### config.mk
export PLATFORM = sky130hd
export DESIGN_NAME = string_hash_64_flat
export DESIGN_NICKNAME = d
export VERILOG_FILES = /design/src/sv/sh64_pkg.sv /design/src/sv/sh64_if.sv /design/src/sv/sh64_mul.sv /design/src/sv/string_hash_64.sv /design/src/flat_wrapper.sv
export SDC_FILE = /design/constraint.sdc
export NUM_CORES = 2
export LEC_CHECK = 0
export BUFFER_PORTS_ARGS = -buffer_cell sky130_fd_sc_hd__buf_4
export CAP_MARGIN = 10
export CORE_ASPECT_RATIO = 1.2
export CORE_UTILIZATION = 55
export CTS_CLUSTER_SIZE = 12
export DETAILED_ROUTE_END_ITERATION = 10
export GPL_ROUTABILITY_DRIVEN = 1
export MAX_ROUTING_LAYER = met4
export PLACE_DENSITY = 0.84
export SYNTH_ARGS = -nofsm -noshare
export SYNTH_HDL_FRONTEND = slang
export SYNTH_HIERARCHICAL = 1
export SYNTH_SLANG_ARGS = --single-unit
### constraint.sdc
create_clock -name clk -period 20.4 [get_ports clk]
set_input_delay 3.06 -clock clk [delete_from_list [all_inputs] [get_ports clk]]
set_output_delay 3.06 -clock clk [all_outputs]
set_load 0.01 [all_outputs]
### src/sv/sh64_pkg.sv
// Shared types and constants for the 64-bit string hash.
package sh64_pkg;

  localparam logic [63:0] PRIME_A = 64'h9E3779B185EBCA87;
  localparam logic [63:0] PRIME_B = 64'hC2B2AE3D27D4EB4F;
  localparam logic [63:0] PRIME_C = 64'h165667B19E3779F9;

  // Constant multiplicand selector for the shared multiplier
  typedef enum logic [1:0] {
    MC_PA,
    MC_PB,
    MC_PC
  } mul_const_t;

  // Multiply request from the sequencer
  typedef struct packed {
    logic        start;
    mul_const_t  csel;
    logic [63:0] operand;
  } mul_req_t;

  // Multiply response back to the sequencer
  typedef struct packed {
    logic        done;
    logic [63:0] product;
  } mul_rsp_t;

endpackage

### src/sv/sh64_if.sv
// Valid/ready channel interfaces for message words and finished hashes.
interface sh64_in_if;
  logic        valid;
  logic        ready;
  logic [63:0] word;
  logic [3:0]  valid_bytes;
  logic        last;
  logic [31:0] message_length;

  modport source (output valid, word, valid_bytes, last, message_length, input ready);
  modport sink   (input valid, word, valid_bytes, last, message_length, output ready);
endinterface

interface sh64_out_if;
  logic        valid;
  logic        ready;
  logic [63:0] hash_value;

  modport source (output valid, hash_value, input ready);
  modport sink   (input valid, hash_value, output ready);
endinterface

### src/sv/sh64_mul.sv
// Iterative 64x64 (low half) multiplier by a hash prime, one 32x32 product per cycle.
module sh64_mul (
  input  logic              clk,
  input  logic              rst_n,
  input  sh64_pkg::mul_req_t req,
  output sh64_pkg::mul_rsp_t rsp
);

  logic [63:0] a_r;
  logic [63:0] c_r;
  logic [63:0] p_r;
  logic [63:0] acc_r;
  logic [1:0]  cnt_r;
  logic        busy_r;
  logic        done_r;
  logic [31:0] a_part;
  logic [31:0] b_part;
  logic [63:0] prod;
  logic [63:0] cval;

  // Pick the constant multiplicand
  always_comb begin
    case (req.csel)
      sh64_pkg::MC_PA: cval = sh64_pkg::PRIME_A;
      sh64_pkg::MC_PB: cval = sh64_pkg::PRIME_B;
      sh64_pkg::MC_PC: cval = sh64_pkg::PRIME_C;
      default:         cval = sh64_pkg::PRIME_A;
    endcase
  end

  // Partial products: lo*lo, hi*lo, lo*hi (hi*hi falls outside the low half)
  assign a_part = (cnt_r == 2'd1) ? a_r[63:32] : a_r[31:0];
  assign b_part = (cnt_r == 2'd2) ? c_r[63:32] : c_r[31:0];
  assign prod   = a_part * b_part;

  // Control: start, step, finish
  always_ff @(posedge clk) begin
    if (!rst_n) begin
      busy_r <= 1'b0;
      cnt_r  <= 2'd0;
      done_r <= 1'b0;
    end else begin
      done_r <= 1'b0;
      if (req.start && !busy_r) begin
        busy_r <= 1'b1;
        cnt_r  <= 2'd0;
      end else if (busy_r) begin
        cnt_r <= cnt_r + 2'd1;
        if (cnt_r == 2'd3) begin
          busy_r <= 1'b0;
          done_r <= 1'b1;
        end
      end
    end
  end

  // Datapath: latch operands, register each partial product, accumulate
  always_ff @(posedge clk) begin
    if (req.start && !busy_r) begin
      a_r <= req.operand;
      c_r <= cval;
    end
    if (busy_r) begin
      p_r <= prod;
      case (cnt_r)
        2'd1:    acc_r <= p_r;
        2'd2:    acc_r <= acc_r + {p_r[31:0], 32'd0};
        2'd3:    acc_r <= acc_r + {p_r[31:0], 32'd0};
        default: acc_r <= acc_r;
      endcase
    end
  end

  assign rsp.done    = done_r;
  assign rsp.product = acc_r;

endmodule

### src/sv/string_hash_64.sv
// Top level: sequencer for the 64-bit string hash around one shared multiplier.
//
//  channel | dir | payload                                      | accept
//  in_ch   | in  | word, valid_bytes, last, message_length      | valid & ready
//  out_ch  | out | hash_value                                   | valid & ready
//
//  Each 64-bit multiply runs as 32x32 partial products in the shared multiplier
//  unit, which sets the pace: a full word takes the K1, K2 and HM multiplies,
//  a partial word K1 and K2, a message start adds SEED, the avalanche AV1 and AV2.
//  in_ch.ready is high only while the sequencer is idle.
//  A finished hash waits in the output register; the next item is taken meanwhile.
//  Reset (rst_n low, synchronous) returns to idle awaiting a first item.
module string_hash_64 #(
  parameter int LENGTH_BITS = 32
) (
  input  logic            clk,
  input  logic            rst_n,
  sh64_in_if.sink         in_ch,
  sh64_out_if.source      out_ch
);

  localparam int LEN_W = (LENGTH_BITS < 32) ? LENGTH_BITS : 32;

  typedef enum logic [3:0] {
    ST_IDLE,
    ST_SEED,
    ST_MIX,
    ST_K1,
    ST_K2,
    ST_HM,
    ST_FIN,
    ST_AV1,
    ST_AV2,
    ST_OUT
  } state_t;

  state_t      state_r, state_nxt;
  logic        in_msg_r, in_msg_nxt;
  logic [63:0] hash_r, hash_nxt;
  logic [63:0] word_r, word_nxt;
  logic        nb8_r, nb8_nxt;
  logic        nbz_r, nbz_nxt;
  logic        last_r, last_nxt;
  logic        out_valid_r, out_valid_nxt;
  logic [63:0] out_hash_r, out_hash_nxt;

  sh64_pkg::mul_req_t mreq;
  sh64_pkg::mul_rsp_t mrsp;

  logic        accept;
  logic [3:0]  nb_eff;
  logic [63:0] tail;
  logic [63:0] len64;
  logic [63:0] kx;
  logic [63:0] hx;
  logic [63:0] p;

  sh64_mul u_mul (
    .clk   (clk),
    .rst_n (rst_n),
    .req   (mreq),
    .rsp   (mrsp)
  );

  assign in_ch.ready       = (state_r == ST_IDLE);
  assign accept            = in_ch.valid && in_ch.ready;
  assign out_ch.valid      = out_valid_r;
  assign out_ch.hash_value = out_hash_r;
  assign p                 = mrsp.product;

  // Clamp byte count and zero unused bytes
  always_comb begin
    nb_eff = in_ch.valid_bytes[3] ? 4'd8 : in_ch.valid_bytes;
    for (int i = 0; i < 8; i++) begin
      tail[8*i +: 8] = (4'(i) < nb_eff) ? in_ch.word[8*i +: 8] : 8'd0;
    end
  end

  assign len64 = 64'(in_ch.message_length[LEN_W-1:0]);
  assign kx    = hash_r ^ p;
  assign hx    = hash_r ^ {33'd0, hash_r[63:33]};

  // Next state and multiply issue
  always_comb begin
    state_nxt     = state_r;
    in_msg_nxt    = in_msg_r;
    hash_nxt      = hash_r;
    word_nxt      = word_r;
    nb8_nxt       = nb8_r;
    nbz_nxt       = nbz_r;
    last_nxt      = last_r;
    out_valid_nxt = out_valid_r && !out_ch.ready;
    out_hash_nxt  = out_hash_r;
    mreq.start    = 1'b0;
    mreq.csel     = sh64_pkg::MC_PB;
    mreq.operand  = word_r;

    case (state_r)
      ST_IDLE: begin
        if (accept) begin
          word_nxt = tail;
          nb8_nxt  = (nb_eff == 4'd8);
          nbz_nxt  = (nb_eff == 4'd0);
          last_nxt = in_ch.last;
          if (!in_msg_r) begin
            mreq.start   = 1'b1;
            mreq.csel    = sh64_pkg::MC_PB;
            mreq.operand = len64;
            state_nxt    = ST_SEED;
          end else begin
            state_nxt = ST_MIX;
          end
        end
      end
      ST_SEED: begin
        if (mrsp.done) begin
          hash_nxt   = sh64_pkg::PRIME_A + p;
          in_msg_nxt = 1'b1;
          state_nxt  = ST_MIX;
        end
      end
      ST_MIX: begin
        if (nbz_r) begin
          state_nxt = ST_FIN;
        end else begin
          mreq.start   = 1'b1;
          mreq.csel    = sh64_pkg::MC_PB;
          mreq.operand = word_r;
          state_nxt    = ST_K1;
        end
      end
      ST_K1: begin
        if (mrsp.done) begin
          mreq.start   = 1'b1;
          mreq.csel    = sh64_pkg::MC_PA;
          mreq.operand = {p[32:0], p[63:33]};
          state_nxt    = ST_K2;
        end
      end
      ST_K2: begin
        if (mrsp.done) begin
          hash_nxt = kx;
          if (nb8_r) begin
            mreq.start   = 1'b1;
            mreq.csel    = sh64_pkg::MC_PC;
            mreq.operand = {kx[36:0], kx[63:37]};
            state_nxt    = ST_HM;
          end else begin
            state_nxt = ST_FIN;
          end
        end
      end
      ST_HM: begin
        if (mrsp.done) begin
          hash_nxt  = p;
          state_nxt = ST_FIN;
        end
      end
      ST_FIN: begin
        if (!last_r) begin
          state_nxt = ST_IDLE;
        end else begin
          mreq.start   = 1'b1;
          mreq.csel    = sh64_pkg::MC_PB;
          mreq.operand = hx;
          state_nxt    = ST_AV1;
        end
      end
      ST_AV1: begin
        if (mrsp.done) begin
          mreq.start   = 1'b1;
          mreq.csel    = sh64_pkg::MC_PC;
          mreq.operand = p ^ {29'd0, p[63:29]};
          state_nxt    = ST_AV2;
        end
      end
      ST_AV2: begin
        if (mrsp.done) begin
          hash_nxt  = p;
          state_nxt = ST_OUT;
        end
      end
      ST_OUT: begin
        // Hold until the output register is free
        if (!out_valid_r || out_ch.ready) begin
          out_hash_nxt  = hash_r ^ {32'd0, hash_r[63:32]};
          out_valid_nxt = 1'b1;
          hash_nxt      = 64'd0;
          in_msg_nxt    = 1'b0;
          state_nxt     = ST_IDLE;
        end
      end
      default: state_nxt = ST_IDLE;
    endcase
  end

  // State and registered outputs
  always_ff @(posedge clk) begin
    if (!rst_n) begin
      state_r     <= ST_IDLE;
      in_msg_r    <= 1'b0;
      out_valid_r <= 1'b0;
    end else begin
      state_r     <= state_nxt;
      in_msg_r    <= in_msg_nxt;
      out_valid_r <= out_valid_nxt;
    end
    hash_r     <= hash_nxt;
    word_r     <= word_nxt;
    nb8_r      <= nb8_nxt;
    nbz_r      <= nbz_nxt;
    last_r     <= last_nxt;
    out_hash_r <= out_hash_nxt;
  end

endmodule

### src/flat_wrapper.sv
// flat-port wrapper written by rule: the top's interface ports become plain ports
module string_hash_64_flat 
#(
  parameter int LENGTH_BITS = 32
)
  (clk, rst_n, in_ch_valid, in_ch_word, in_ch_valid_bytes, in_ch_last, in_ch_message_length, in_ch_ready, out_ch_valid, out_ch_hash_value, out_ch_ready);
  sh64_in_if in_ch_i ();
  sh64_out_if out_ch_i ();
  input  logic clk;
  input  logic rst_n;
  input wire logic [$bits(in_ch_i.valid)-1:0] in_ch_valid;
  input wire logic [$bits(in_ch_i.word)-1:0] in_ch_word;
  input wire logic [$bits(in_ch_i.valid_bytes)-1:0] in_ch_valid_bytes;
  input wire logic [$bits(in_ch_i.last)-1:0] in_ch_last;
  input wire logic [$bits(in_ch_i.message_length)-1:0] in_ch_message_length;
  output wire logic [$bits(in_ch_i.ready)-1:0] in_ch_ready;
  output wire logic [$bits(out_ch_i.valid)-1:0] out_ch_valid;
  output wire logic [$bits(out_ch_i.hash_value)-1:0] out_ch_hash_value;
  input wire logic [$bits(out_ch_i.ready)-1:0] out_ch_ready;
  assign in_ch_i.valid = in_ch_valid;
  assign in_ch_i.word = in_ch_word;
  assign in_ch_i.valid_bytes = in_ch_valid_bytes;
  assign in_ch_i.last = in_ch_last;
  assign in_ch_i.message_length = in_ch_message_length;
  assign in_ch_ready = in_ch_i.ready;
  assign out_ch_valid = out_ch_i.valid;
  assign out_ch_hash_value = out_ch_i.hash_value;
  assign out_ch_i.ready = out_ch_ready;
  string_hash_64 #(.LENGTH_BITS(LENGTH_BITS)) u_core (.clk(clk), .rst_n(rst_n), .in_ch(in_ch_i), .out_ch(out_ch_i));
endmodule
==> impl_metrics.toml <==
[outcome]
status = "completed"

[place]
io_buffers = 170
dp_hpwl_um = 187000
place_congestion = 1.11

[clock_tree]
cts_num_sinks = 403
clk_pin_slew_ps = 70
cts_tree = "built"
cts.repair.resized = 0
cts-hold-fix-buffers = 0
numCtsBuffers = 41
insertion_delay_ps = 590
cts-root-buf = "clkbuf_16"
postCtsSetupBuffers = 0
clk_path_buf_depth = 3
htreeDepth = 2

[run]
maxCapViolCount = 0

[final_layout]
final_nets = 7090
drive_gt1_share_pct = 7.43
regArea_um2 = 12000
n_fill_cell = 8774
multi_input_area_um2 = 38200
area_growth_pct = 6.44
utilization_pct = 59.0

[routing]
vias_per_cell = 6.54
wire_per_inst_um = 33.4
wl_um = 238000
drt_iter0_markers = 6312
drc = 0
dr_total_vias = 46500
dr.pass1.iters = 6
postRouteAntennaNets = 0

[critical_path]
path_common_cell = "fa_1"
cp-end-kind = "flip-flop"
critical_path_class = "flip-flop to flip-flop"
crit_fanout = 28
startpoint_type = "flip-flop"
cp_slowest_cell = "ha_1"
slowest_delay_ps = 910
cp.arrival_ps = 10420
reg2reg_depth = 28
cp.required_ps = 20730

[synthesis]
synthCells = 5841
synth.distinct_cells = 101
synth_edf_count = 393
synth_top_cell_by_area = "fa_1"
synthTopCellsByCount = "inv_1, fa_1, nor2_1, nand2_1, edfxtp_1"
yosys.area.top_type_share_pct = 31.2
synthTopCellsByArea = "fa_1, edfxtp_1, ha_1"
ys_seq_area_share_pct = 21.7
synth_warnings = 6
syn_avg_cell_area_um2 = 9.47
syn_nets = 7145
yosysMostFrequentCell = "inv_1"
netlist_area_um2 = 55300
synthArstFlopShare_pct = 0
synth_seq_cells = 403
synthFlopType = "edfxtp_1"

[timing]
setup_viol = 0
final.setup.tns_ps = 0
timing.fmax_mhz = 99.1
fin_worst_skew_ps = 35.2
period_minus_slack_ps = 10090
rsz0062_at_grt = "no"
relSlewSlack_pct = 3.17
finalCritPeriodShare_pct = 49.4
hold_violations = 0
whs_ps = 522
worst_pin_slew_ps = 1450
maxSlewViolCount = 0

[hold_path]
hp-class = "flip-flop to flip-flop"
whs_path_depth = 2

[floorplan]
initial_core_util_pct = 55.4
dieArea_um2 = 102000
pin_count = 171
core_um2 = 99800
die_w_um = 292
core.rowCount = 127
die_y_um = 349

[global_routing]
first_global_vias = 47100
grt.overflow.total = 0
grt_max_degree = 81
grt_usage_pct = 48.6
antenna_found_initial = 15
grt_pass1_wl_um = 337000
## layout make-up
cell class | count | share of cell area (%)
Timing Repair Buffer | 266 | 3.39
Clock buffer | 51 | 1.84
Sequential cell | 403 | 20.4
Inverter | 1024 | 6.53
Clock inverter | 9 | 0.174
Multi-Input combinational cell | 4050 | 64.9
Antenna cell | 14 | 0.0595
Tap cell | 1290 | 2.74
## worst max-delay path, delay by kind of cell (launching register included)
| family | cells | cell delay [ps] |
|---|---|---|
| xor+xnor | 1 | 180 |
| fa+ha+maj | 10 | 5280 |
| flops | 1 | 340 |
| simple gates | 6 | 2730 |
| buf+inv | 8 | 600 |
| compound gates | 3 | 700 |
## routing by layer
metal	track usage (%)	part of all wire, %	up-vias
met4	45.9	12	0
li1	-	-	18900
met1	52.8	33	22600
met2	72.0	44	3694
met5	-	0	-
met3	13.2	11	1240
## flip-flops by register name, indices dropped and copies added (netlist names), 2 cells and up
register / cells
u_core/hash_r: 64
u_core/out_ch.hash_value: 64
u_core/u_mul/a_r: 64
u_core/u_mul/acc_r: 64
u_core/u_mul/p_r: 64
u_core/word_r: 64
u_core/u_mul/c_r: 6
u_core/state_r: 4
u_core/u_mul/cnt_r: 2
## cell usage in the layout, fill, tap and decap left out, types with 81 or more instances in the layout
cell / synthesis / routed
a21o_1: 86 / 86
a21oi_1: 315 / 315
and2_1: 83 / 81
buf_4: 2 / 256
edfxtp_1: 393 / 393
fa_1: 861 / 861
ha_1: 338 / 338
inv_1: 1015 / 1015
nand2_1: 422 / 422
nor2_1: 603 / 595
o21ai_0: 215 / 214
xnor2_1: 160 / 160
xor2_1: 122 / 122
## through the flow
stage          setup WS (ps)  std cells  cell area (um^2)
3_5_place_dp           10440       7020             57600
6_report               10310       7107             58900
4_1_cts                10450       7080             58800
5_1_grt                10010       7105             58900
2_1_floorplan          11800       5841             55300
3_3_place_gp           10280       7019             57600
## cell families after synthesis
| kind of cell | after synthesis | synth area share [%] |
|---|---|---|
| XOR/XNOR | 282 | 4.46 |
| flip-flops | 403 | 21.7 |
| multiplexers | 37 | 0.733 |
| AND/OR/NAND/NOR | 1469 | 11.9 |
| buffers and inverters | 1388 | 9.49 |
| adder cells (fa/ha/maj) | 1199 | 38.8 |
| AO/OA/AOI/OAI | 1063 | 12.9 |
## final timing paths
path	from	endpoint	slack, ps
max	u_core/u_mul/cnt_r[0]	u_core/u_mul/p_r[58]	10310
min	u_core/word_r[37]	u_core/u_mul/a_r[37]	520
max reg2reg	u_core/u_mul/cnt_r[0]	u_core/u_mul/p_r[58]	10310
min reg2reg	u_core/word_r[37]	u_core/u_mul/a_r[37]	520
Power is left out: the tool's default activity adds up to more than one toggle a clock period on the data nets, which glitch-free logic cannot reach.
